===== src/rtl/rwfg_pkg.sv =====
// ----------------------------------------------------------------------------
// rwfg_pkg: rainbow wheel frame generator shared types and constants
// widths, pixel limits and the color wheel mapping
// ----------------------------------------------------------------------------
package rwfg_pkg;

  localparam int MAX_PIXELS = 64;
  localparam int IDX_W      = $clog2(MAX_PIXELS);
  localparam int CNT_W      = 7;
  localparam int LVL_W      = 8;
  localparam int POS_W      = 8;
  localparam int DIV_STEPS  = POS_W;
  localparam int STEP_W     = $clog2(DIV_STEPS);

  localparam logic MODE_RAINBOW = 1'b0;
  localparam logic MODE_SOLID   = 1'b1;

  localparam logic [0:0] REG_PIXEL_COUNT = 1'b0;

  localparam logic [POS_W-1:0] SEG_LEN    = 8'd85;
  localparam logic [POS_W-1:0] SEG_TWICE  = 8'd170;
  localparam logic [LVL_W-1:0] LVL_FULL   = 8'd255;

  typedef struct packed {
    logic [LVL_W-1:0] red;
    logic [LVL_W-1:0] green;
    logic [LVL_W-1:0] blue;
  } rgb_t;

  function automatic rgb_t wheel_color(input logic [POS_W-1:0] pos);
    logic [POS_W-1:0] q;
    logic [POS_W-1:0] t;
    logic [9:0]       t3;
    logic [LVL_W-1:0] up;
    logic [LVL_W-1:0] down;
    rgb_t             c;
    q = LVL_FULL - pos;
    if (q < SEG_LEN) begin
      t = q;
    end else if (q < SEG_TWICE) begin
      t = q - SEG_LEN;
    end else begin
      t = q - SEG_TWICE;
    end
    t3   = {2'b00, t} + {1'b0, t, 1'b0};
    up   = t3[LVL_W-1:0];
    down = LVL_FULL - up;
    if (q < SEG_LEN) begin
      c.red = down; c.green = '0; c.blue = up;
    end else if (q < SEG_TWICE) begin
      c.red = '0; c.green = up; c.blue = down;
    end else begin
      c.red = up; c.green = down; c.blue = '0;
    end
    return c;
  endfunction

endpackage


===== src/rtl/rwfg_if.sv =====
// ----------------------------------------------------------------------------
// rwfg_in_if / rwfg_out_if: item channels of the frame generator
// valid/ready handshake carrying frame requests and pixel colors
// ----------------------------------------------------------------------------
interface rwfg_in_if;
  logic                           valid;
  logic                           ready;
  logic                           mode;
  logic [rwfg_pkg::LVL_W-1:0]     fill_red;
  logic [rwfg_pkg::LVL_W-1:0]     fill_green;
  logic [rwfg_pkg::LVL_W-1:0]     fill_blue;

  modport source (output valid, mode, fill_red, fill_green, fill_blue, input ready);
  modport sink   (input valid, mode, fill_red, fill_green, fill_blue, output ready);
endinterface

interface rwfg_out_if;
  logic                           valid;
  logic                           ready;
  logic [rwfg_pkg::IDX_W-1:0]     pixel_index;
  logic [rwfg_pkg::LVL_W-1:0]     pix_red;
  logic [rwfg_pkg::LVL_W-1:0]     pix_green;
  logic [rwfg_pkg::LVL_W-1:0]     pix_blue;
  logic                           last_pixel;

  modport source (output valid, pixel_index, pix_red, pix_green, pix_blue, last_pixel,
                  input ready);
  modport sink   (input valid, pixel_index, pix_red, pix_green, pix_blue, last_pixel,
                  output ready);
endinterface


===== src/rtl/rainbow_wheel_frame_generator_top.sv =====
// ----------------------------------------------------------------------------
// rainbow_wheel_frame_generator_top: color wheel frame generator
// one frame request yields one color item per pixel, in pixel order
// ----------------------------------------------------------------------------
// each pixel runs the shared restoring divide step over all quotient bits, then
// waits in the output state until out_item.ready takes it; the first pixel item
// is valid once the divide steps for the first pixel are done after the request
// a new frame request is taken the cycle after the last pixel item leaves
// rst_n is synchronous, active low: pixel_count returns to 64, offset to 0
module rainbow_wheel_frame_generator_top (
  input  logic                   clk,
  input  logic                   rst_n,
  rwfg_in_if.sink                in_item,
  rwfg_out_if.source             out_item,
  input  logic                   psel,
  input  logic                   penable,
  input  logic                   pwrite,
  input  logic [2:0]             paddr,
  input  logic [31:0]            pwdata,
  output logic [31:0]            prdata,
  output logic                   pready
);

  localparam logic [1:0] ST_IDLE = 2'd0;
  localparam logic [1:0] ST_DIV  = 2'd1;
  localparam logic [1:0] ST_OUT  = 2'd2;

  localparam int CW = rwfg_pkg::CNT_W;
  localparam int IW = rwfg_pkg::IDX_W;
  localparam int PW = rwfg_pkg::POS_W;
  localparam int SW = rwfg_pkg::STEP_W;

  logic [1:0]    state_r, state_nxt;
  logic [CW-1:0] pixel_count_r;
  logic [PW-1:0] offset_r, offset_nxt;
  logic [CW-1:0] n_r, n_nxt;
  logic          mode_r, mode_nxt;
  rwfg_pkg::rgb_t fill_r, fill_nxt;
  logic [IW-1:0] idx_r, idx_nxt;
  logic [PW-1:0] rem_r, rem_nxt;
  logic [PW-1:0] quo_r, quo_nxt;
  logic [SW-1:0] step_r, step_nxt;
  rwfg_pkg::rgb_t pix_r, pix_nxt;
  logic          last_r, last_nxt;

  logic [CW-1:0] used_n;
  logic [PW-1:0] shifted;
  logic          ge;
  logic [PW-1:0] pos;
  rwfg_pkg::rgb_t wheel;
  logic          cfg_wr;

  assign pready = 1'b1;
  assign cfg_wr = psel && penable && pwrite;
  assign prdata = (paddr[2] == rwfg_pkg::REG_PIXEL_COUNT) ?
                  {{(32-CW){1'b0}}, pixel_count_r} : 32'd0;

  always_comb begin
    if (pixel_count_r == '0) begin
      used_n = CW'(1);
    end else if (pixel_count_r > CW'(rwfg_pkg::MAX_PIXELS)) begin
      used_n = CW'(rwfg_pkg::MAX_PIXELS);
    end else begin
      used_n = pixel_count_r;
    end
  end

  // shared compare/subtract step of the restoring divider
  assign shifted = {rem_r[PW-2:0], 1'b0};
  assign ge      = shifted >= {{(PW-CW){1'b0}}, n_r};
  assign quo_nxt = {quo_r[PW-2:0], ge};
  assign pos     = quo_nxt + offset_r;
  assign wheel   = rwfg_pkg::wheel_color(pos);

  assign in_item.ready        = (state_r == ST_IDLE);
  assign out_item.valid       = (state_r == ST_OUT);
  assign out_item.pixel_index = idx_r;
  assign out_item.pix_red     = pix_r.red;
  assign out_item.pix_green   = pix_r.green;
  assign out_item.pix_blue    = pix_r.blue;
  assign out_item.last_pixel  = last_r;

  always_comb begin
    state_nxt  = state_r;
    offset_nxt = offset_r;
    n_nxt      = n_r;
    mode_nxt   = mode_r;
    fill_nxt   = fill_r;
    idx_nxt    = idx_r;
    rem_nxt    = rem_r;
    step_nxt   = step_r;
    pix_nxt    = pix_r;
    last_nxt   = last_r;
    unique case (state_r)
      ST_IDLE: begin
        if (in_item.valid) begin
          n_nxt      = used_n;
          mode_nxt   = in_item.mode;
          fill_nxt   = '{red: in_item.fill_red, green: in_item.fill_green,
                         blue: in_item.fill_blue};
          idx_nxt    = '0;
          rem_nxt    = '0;
          step_nxt   = '0;
          state_nxt  = ST_DIV;
        end
      end
      ST_DIV: begin
        rem_nxt  = ge ? (shifted - {{(PW-CW){1'b0}}, n_r}) : shifted;
        step_nxt = step_r + SW'(1);
        if (step_r == SW'(rwfg_pkg::DIV_STEPS - 1)) begin
          pix_nxt   = (mode_r == rwfg_pkg::MODE_SOLID) ? fill_r : wheel;
          last_nxt  = ({1'b0, idx_r} + CW'(1)) == n_r;
          state_nxt = ST_OUT;
        end
      end
      ST_OUT: begin
        if (out_item.ready) begin
          if (last_r) begin
            if (mode_r == rwfg_pkg::MODE_RAINBOW) begin
              offset_nxt = offset_r + PW'(1);
            end
            state_nxt = ST_IDLE;
          end else begin
            idx_nxt   = idx_r + IW'(1);
            rem_nxt   = {{(PW-IW){1'b0}}, idx_r + IW'(1)};
            step_nxt  = '0;
            state_nxt = ST_DIV;
          end
        end
      end
      default: begin
        state_nxt = ST_IDLE;
      end
    endcase
  end

  always_ff @(posedge clk) begin
    if (!rst_n) begin
      state_r       <= ST_IDLE;
      offset_r      <= '0;
      pixel_count_r <= CW'(rwfg_pkg::MAX_PIXELS);
    end else begin
      state_r  <= state_nxt;
      offset_r <= offset_nxt;
      if (cfg_wr && paddr[2] == rwfg_pkg::REG_PIXEL_COUNT) begin
        pixel_count_r <= pwdata[CW-1:0];
      end
    end
  end

  always_ff @(posedge clk) begin
    n_r    <= n_nxt;
    mode_r <= mode_nxt;
    fill_r <= fill_nxt;
    idx_r  <= idx_nxt;
    rem_r  <= rem_nxt;
    quo_r  <= (state_r == ST_DIV) ? quo_nxt : '0;
    step_r <= step_nxt;
    pix_r  <= pix_nxt;
    last_r <= last_nxt;
  end

endmodule


===== src/flat_wrapper.sv =====
// flat-port wrapper written by rule: the top's interface ports become plain ports
module rainbow_wheel_frame_generator_top_flat 
  (clk, rst_n, psel, penable, pwrite, paddr, pwdata, prdata, pready, in_item_valid, in_item_mode, in_item_fill_red, in_item_fill_green, in_item_fill_blue, in_item_ready, out_item_valid, out_item_pixel_index, out_item_pix_red, out_item_pix_green, out_item_pix_blue, out_item_last_pixel, out_item_ready);
  rwfg_in_if in_item_i ();
  rwfg_out_if out_item_i ();
  input  logic clk;
  input  logic rst_n;
  input  logic psel;
  input  logic penable;
  input  logic pwrite;
  input  logic [2:0] paddr;
  input  logic [31:0] pwdata;
  output logic [31:0] prdata;
  output logic pready;
  input wire logic [$bits(in_item_i.valid)-1:0] in_item_valid;
  input wire logic [$bits(in_item_i.mode)-1:0] in_item_mode;
  input wire logic [$bits(in_item_i.fill_red)-1:0] in_item_fill_red;
  input wire logic [$bits(in_item_i.fill_green)-1:0] in_item_fill_green;
  input wire logic [$bits(in_item_i.fill_blue)-1:0] in_item_fill_blue;
  output wire logic [$bits(in_item_i.ready)-1:0] in_item_ready;
  output wire logic [$bits(out_item_i.valid)-1:0] out_item_valid;
  output wire logic [$bits(out_item_i.pixel_index)-1:0] out_item_pixel_index;
  output wire logic [$bits(out_item_i.pix_red)-1:0] out_item_pix_red;
  output wire logic [$bits(out_item_i.pix_green)-1:0] out_item_pix_green;
  output wire logic [$bits(out_item_i.pix_blue)-1:0] out_item_pix_blue;
  output wire logic [$bits(out_item_i.last_pixel)-1:0] out_item_last_pixel;
  input wire logic [$bits(out_item_i.ready)-1:0] out_item_ready;
  assign in_item_i.valid = in_item_valid;
  assign in_item_i.mode = in_item_mode;
  assign in_item_i.fill_red = in_item_fill_red;
  assign in_item_i.fill_green = in_item_fill_green;
  assign in_item_i.fill_blue = in_item_fill_blue;
  assign in_item_ready = in_item_i.ready;
  assign out_item_valid = out_item_i.valid;
  assign out_item_pixel_index = out_item_i.pixel_index;
  assign out_item_pix_red = out_item_i.pix_red;
  assign out_item_pix_green = out_item_i.pix_green;
  assign out_item_pix_blue = out_item_i.pix_blue;
  assign out_item_last_pixel = out_item_i.last_pixel;
  assign out_item_i.ready = out_item_ready;
  rainbow_wheel_frame_generator_top u_core (.clk(clk), .rst_n(rst_n), .in_item(in_item_i), .out_item(out_item_i), .psel(psel), .penable(penable), .pwrite(pwrite), .paddr(paddr), .pwdata(pwdata), .prdata(prdata), .pready(pready));
endmodule

===== config.mk =====
export PLATFORM = sky130hd
export DESIGN_NAME = rainbow_wheel_frame_generator_top_flat
export DESIGN_NICKNAME = d
export VERILOG_FILES = /design/src/rtl/rwfg_pkg.sv /design/src/rtl/rwfg_if.sv /design/src/rtl/rainbow_wheel_frame_generator_top.sv /design/src/flat_wrapper.sv
export SDC_FILE = /design/constraint.sdc
export NUM_CORES = 1
export LEC_CHECK = 0
export BUFFER_PORTS_ARGS = -buffer_cell sky130_fd_sc_hd__clkbuf_2
export CORE_MARGIN = 4
export CORE_UTILIZATION = 47
export DETAILED_ROUTE_END_ITERATION = 10
export GPL_ROUTABILITY_DRIVEN = 0
export PLACE_DENSITY = 0.71
export RECOVER_POWER = 100
export SETUP_SLACK_MARGIN = 0.15
export SYNTH_ARGS = -nofsm -noshare
export SYNTH_HDL_FRONTEND = slang
export SYNTH_SLANG_ARGS = --single-unit

===== constraint.sdc =====
create_clock -name clk -period 9.5 [get_ports clk]
set_input_delay 0.95 -clock clk [delete_from_list [all_inputs] [get_ports clk]]
set_output_delay 0.95 -clock clk [all_outputs]
set_load 0.005 [all_outputs]

; After elaboration in Yosys (flattened, before gate mapping)
; Index checks and enable logic that the tools add are counted.
[word_totals]
regBits = 97
latch_bits = 0
ram_bits = 0
romBits = 0
output_inout_bits = 66
elab_cells = 81
n_memories = 0
[op_classes]
add_sub_neg = 11
mul = 0
div = 0
n_lt_le_gt_ge = 4
n_eq_ne = 8
shift = 0
muxes = 25
bitwise_logic = 2
reduce_logical = 14
[ops]
columns = cell, n
row1 = $mux 24, 3
row2 = $mux 7, 6
row3 = $pmux 7 s3, 1
row4 = $mux 6, 3
row5 = $add 8x8->8, 2
row6 = $mux 8, 2
row7 = $sub 8x8->8 const A, 2
row8 = $pmux 6 s2, 1
row9 = $reduce_and 4->1, 3
row10 = $mux 3, 3
row11 = $pmux 3 s3, 1
row12 = $add 8x1->8 const B, 1
row13 = $ge 8x7->1, 1
row14 = $lt 8x7->1 const B, 1
row15 = $lt 8x8->1 const B, 1
row16 = $sub 8x7->8 const B, 1
row17 = $sub 8x8->8 const B, 1
row18 = $add 6x1->7 const B, 1
row19 = $eq 7x7->1, 1
row20 = $gt 7x7->1 const B, 1
row21 = $logic_not 7->1, 1
row22 = $sub 7x7->7, 1
row23 = $add 6x1->6 const B, 1
row24 = $mux 2, 3
row25 = 16 further kinds, 22

; Logic depth before layout (Yosys ltp)
[logic_depth]
word_depth = 11
ltp_mapped = 34
depth_no_buf = 32

; Worst setup path after synthesis
; No wires, ideal clock.
[synth_path]
path_kind = reg-to-reg
start = register u_core.n_r[0]
end = register u_core.pix_r, in the netlist u_core.out_item.pix_red[7] (data pin)
setup_ps = 260
arrival_ps = 6149
required_time_ps = 9240
path_slack_ps = 3091
path_stages_with_launch = 34
path_buffers = 3
cell_sequence = edfxtp_1 -> fa_1 -> nor2b_1 -> o21ai_0 -> nand2b_1 -> a21o_1 -> nand2_1 -> inv_1 -> o21ai_0 -> nand2b_1 -> clkbuf_1 -> ha_1 -> inv_1 -> fa_1 -> inv_1 -> ha_1 -> nor2_1 -> o311a_1 -> o41ai_2 -> and2_0 -> clkbuf_1 -> buf_1 -> nor2_1 -> xnor2_1 -> ha_1 -> inv_1 -> fa_1 -> nor2b_1 -> a211oi_1 -> a211o_1 -> ha_1 -> nand2_1 -> o21ai_1 -> mux2_2
[synth_via]
elab_chain_cells = 10
word_cells_on_any_way = 14
classes_between = add/sub (6) / order compare (3) / mux (5)
[synth_rtl]
columns = element, line_no
row1 = "start, declared", rainbow_wheel_frame_generator_top.sv:36  ; logic [CW-1:0] n_r, n_nxt;
row2 = "start signal, assigned", rainbow_wheel_frame_generator_top.sv:152  ; n_r <= n_nxt;
row3 = $ge 8x7->1 (*), rainbow_wheel_frame_generator_top.sv:70  ; assign ge = shifted >= {{(PW-CW){1'b0}}, n_r};
row4 = net u_core.ge, rainbow_wheel_frame_generator_top.sv:48  ; logic ge;
row5 = $add 8x8->8 (*), rainbow_wheel_frame_generator_top.sv:72  ; assign pos = quo_nxt + offset_r;
row6 = $sub 8x8->8 (*), rwfg_pkg.sv:37  ; q = LVL_FULL - pos;
row7 = $sub 8x8->8 (tied with other cells), rwfg_pkg.sv:43  ; t = q - SEG_TWICE;
row8 = $mux 8, rwfg_pkg.sv:40  ; end else if (q < SEG_TWICE) begin
row9 = $mux 8, rwfg_pkg.sv:38  ; if (q < SEG_LEN) begin
row10 = $add 8x8->8, rwfg_pkg.sv:45  ; t3 = {2'b00, t} + {1'b0, t, 1'b0};
row11 = $sub 8x8->8 or $mux 24 (tied branches), "rwfg_pkg.sv:47, rwfg_pkg.sv:50"
row12 = $mux 24 (*), rwfg_pkg.sv:48  ; if (q < SEG_LEN) begin
row13 = $mux 24 (*), rainbow_wheel_frame_generator_top.sv:111  ; pix_nxt = (mode_r == rwfg_pkg::MODE_SOLID) ? fill_r : wheel;
row14 = "end signal, assigned", rainbow_wheel_frame_generator_top.sv:159  ; pix_r <= pix_nxt;
row15 = "end, declared", rainbow_wheel_frame_generator_top.sv:43  ; rwfg_pkg::rgb_t pix_r, pix_nxt;
; Mark *: on every way through the listed nets, which the timed path passes. The rest lies on a longest branch.
; A chain may end at the register's enable or synchronous reset.

; Final worst setup path
[layout_path]
start = register u_core.n_r[2]
end = register u_core.pix_r, in the netlist u_core.out_item.pix_red[7] (data pin)
[layout_via]
elab_chain_cells = 10
word_cells_on_any_way = 14
classes_between = add/sub (6) / order compare (3) / mux (5)
[layout_rtl]
columns = element, line_no
row1 = $ge 8x7->1 (*), rainbow_wheel_frame_generator_top.sv:70
row2 = $add 8x8->8 (*), rainbow_wheel_frame_generator_top.sv:72
row3 = $sub 8x8->8 (*), rwfg_pkg.sv:37
row4 = $sub 8x8->8 (tied with other cells), rwfg_pkg.sv:43
row5 = $mux 8, rwfg_pkg.sv:40
row6 = $mux 8, rwfg_pkg.sv:38
row7 = $add 8x8->8, rwfg_pkg.sv:45
row8 = $sub 8x8->8 or $mux 24 (tied branches), "rwfg_pkg.sv:47, rwfg_pkg.sv:50"
row9 = $mux 24 (*), rwfg_pkg.sv:48
row10 = $mux 24 (*), rainbow_wheel_frame_generator_top.sv:111
; Every way passes the cells marked *; elsewhere a longest branch is shown, timed or not.

==> results.json <==
{
  "crit_fanout": 23,
  "clock_sinks": 97,
  "drtIter0Drc": 268,
  "drtAntennaViolNets": 0,
  "critPathKind": "reg2reg",
  "outcome": "complete, but fails checks",
  "post-cts-setup-buffer-count": 0,
  "syn_area_mm2": 0.00621,
  "routed.top_layer": "met4",
  "violations": "capacitance limit, slew limit",
  "finalSetupViolCount": 0,
  "drt-total-wl_um": 13400,
  "grt_overflow_total": 0,
  "slew_headroom_pct": -25.4,
  "port_buffers": 79,
  "fin_nets": 783,
  "path_depth": 30,
  "drive_above_1_share_pct": 12.7,
  "ff2ff_path_depth": 30,
  "via_count": 4571,
  "postCtsResizedCells": 0,
  "yosysWarnings": 0,
  "skew_ns": 0.00940,
  "drt-pass1-iter-count": 5,
  "cts_tree": "yes",
  "ys.flop_type": "edfxtp_1",
  "wl_per_cell_um": 15.8,
  "row_count": 41,
  "viasPerCell": 5.40,
  "final_cell_mix": "73 x edfxtp_1, 49 x nand2_1, 44 x clkbuf_2",
  "tightest_slew_ns": 1.88,
  "min_to": "u_core.quo_r[1]$_SDFF_PN0_",
  "grt_pass1_vias": 4501,
  "hpwl_um": 10000,
  "drc": 0,
  "synth.avg_cell_area_um2": 10.3,
  "cellPowerDensity_mw_per_mm2": 177,
  "dieArea_mm2": 0.0151,
  "synth_seq_cells": 97,
  "reg2reg_from": "u_core.n_r[2]$_SDFFCE_PP0P_",
  "wl_met2_um": 6440,
  "die_width_um": 123,
  "path_buf_inv": 4,
  "postSynthCellCount": 602,
  "cts_buffers": 9,
  "finalMaxSlewViolations": 59,
  "r2r-end": "u_core.out_item.pix_red[7]$_DFFE_PP_",
  "grt_pass1_wl_um": 21900,
  "synth_top_area_cell": "edfxtp_1",
  "leakage_uw": 0.00275,
  "critPathRequiredTime_ns": 9.60,
  "cts_root_buf": "clkbuf_16",
  "min_period_ns": 8.29,
  "mostFrequentLayoutCell": "edfxtp_1",
  "hold_ws_ns": 0.460,
  "pin_count": 133,
  "critPathMostFrequentCell": "ha_1",
  "arrival_ns": 8.39,
  "async_flop_share_pct": 0,
  "crit_slowest_cell": "o41ai_1",
  "cpLargestDelayFamily": "compound AO/OA/AOI/OAI gates",
  "hp-start": "u_core.quo_r[0]$_SDFF_PN0_",
  "syn_to_final_growth_pct": 10.5,
  "finalCritPeriodShare_pct": 87.3,
  "ys_seq_area_share_pct": 43.0,
  "hold-path-cell-count": 1,
  "ys_types": 82,
  "clk_pin_slew_ns": 0.07,
  "met1Wirelength_um": 5850,
  "fmax_ghz": 0.121,
  "rsz0062_at_grt": "false",
  "cpPeakStageDelay_ns": 0.86,
  "synth_top_cell_area_share_pct": 35.3,
  "die_y_um": 123,
  "maxCapViolations": 2,
  "peakVddDrop_v": 0.000124,
  "fin_tns_setup_ns": 0,
  "ctsLongestPathBuffers": 2,
  "start_util_pct": 48.6,
  "hold_class": "reg2reg",
  "synth-edff-count": 73,
  "grt_use_total_pct": 18.2,
  "insertion_delay_ns": 0.35,
  "critPathCaptureType": "flip-flop",
  "n_antenna_cell": 0,
  "antenna_found_initial": 0,
  "synth_area_leaders": "edfxtp_1 35%, ha_1 8.7%, dfxtp_1 7.7%, buf_4 3.3%, nor2b_1 2.9%",
  "wl_met3_um": 841,
  "critPathLaunchType": "flip-flop",
  "finalHoldViolations": 0,
  "core_area_mm2": 0.0128,
  "grt_max_degree": 53,
  "worst-r2r-setup-slack_ns": 1.21,
  "postCtsHoldBufs": 0,
  "cts-htree-levels": 3
}
## cell families (layout without fill, tap and decap cells)
group / after synthesis / after routing / share of synthesized area (%)
AOI/OAI and AO/OA: 133 / 133 / 16.3
muxes: 17 / 17 / 2.82
other: 2 / 26 / 0.121
buffers and inverters: 93 / 142 / 7.53
adders and majority gates: 46 / 46 / 9.63
xor gates and xnor gates: 32 / 32 / 4.75
and+or+nand+nor: 182 / 182 / 15.9
DFF: 97 / 97 / 43.0
## how the worst max path moves through the flow
stage,from,to,slack [ns]
2_1_floorplan,u_core.n_r[0]$_SDFFCE_PP1P_,u_core.out_item.pix_red[7]$_DFFE_PP_,3.09
3_3_place_gp,u_core.n_r[2]$_SDFFCE_PP0P_,u_core.out_item.pix_red[7]$_DFFE_PP_,2.14
3_5_place_dp,u_core.n_r[2]$_SDFFCE_PP0P_,u_core.out_item.pix_red[7]$_DFFE_PP_,1.89
4_1_cts,u_core.n_r[2]$_SDFFCE_PP0P_,u_core.out_item.pix_red[7]$_DFFE_PP_,1.88
5_1_grt,u_core.n_r[2]$_SDFFCE_PP0P_,u_core.out_item.pix_red[7]$_DFFE_PP_,0.69
6_report,u_core.n_r[2]$_SDFFCE_PP0P_,u_core.out_item.pix_red[7]$_DFFE_PP_,1.21
## area by class of cell
class | instances | area, um2
tap | 172 | 215
clock inverter | 7 | 85.1
inverter | 43 | 161
fill | 1152 | 5910
sequential | 97 | 2670
timing repair buffer | 83 | 370
clock buffer | 9 | 225
multi-input combinational | 436 | 3130
## sequential cells by signal, summed over array words and instances, names as in the netlist
signal,count
u_core.fill_r,24
u_core.offset_r,8
u_core.out_item.pix_blue,8
u_core.out_item.pix_green,8
u_core.out_item.pix_red,8
u_core.n_r,7
u_core.pixel_count_r,7
u_core.quo_r,7
u_core.rem_r,7
u_core.out_item.pixel_index,6
u_core.step_r,3
u_core.state_r,2
u_core.mode_r,1
u_core.out_item.last_pixel,1
## metrics by stage
step                      instances  util (%)  setup WS [ns]  area (um2)  total power [uW]
after floorplan                 626         -           3.09        6300               771
after global placement          831      51.9           2.14        6640               834
after detailed placement        831      51.9           1.89        6640               848
after CTS                       847      54.4           1.88        6950              1230
after global routing            847      53.7          0.694        6860              1280
final                           847      53.7           1.21        6860              1210
## report_power, final
part           switching (uW)  total (uW)  internal [uW]
Sequential               20.1         525            505
Combinational             183         310            127
Clock                     167         377            210
Total                     371        1210            842
## layer usage
layer | up-vias | track usage [%]
met2 | 151 | 29.8
met5 | - | 0
met4 | 0 | 6.72
met3 | 24 | 4.25
met1 | 2148 | 23.6
li1 | 2248 | -
## cells in the mapped netlist (3+ instances only)
master / instances
nand2_1: 48
nor2b_1: 29
and2_1: 21
edfxtp_1: 73
mux2i_1: 13
nand2b_1: 5
fa_1: 3
a21oi_1: 25
dfxtp_1: 24
buf_4: 27
xor2_1: 13
o211a_1: 3
o21a_1: 6
nor3_1: 12
ha_1: 43
inv_1: 41
nand3_1: 9
xnor2_1: 17
o21ai_0: 25
nor3b_1: 4
o31ai_1: 5
o31ai_2: 3
or3_1: 3
clkbuf_1: 18
nor2_1: 26
a211o_1: 4
a21o_1: 13
nand4_1: 5
nor4_1: 3
mux2_2: 3
a211oi_1: 13
Power figures use the tool's default switching activity.
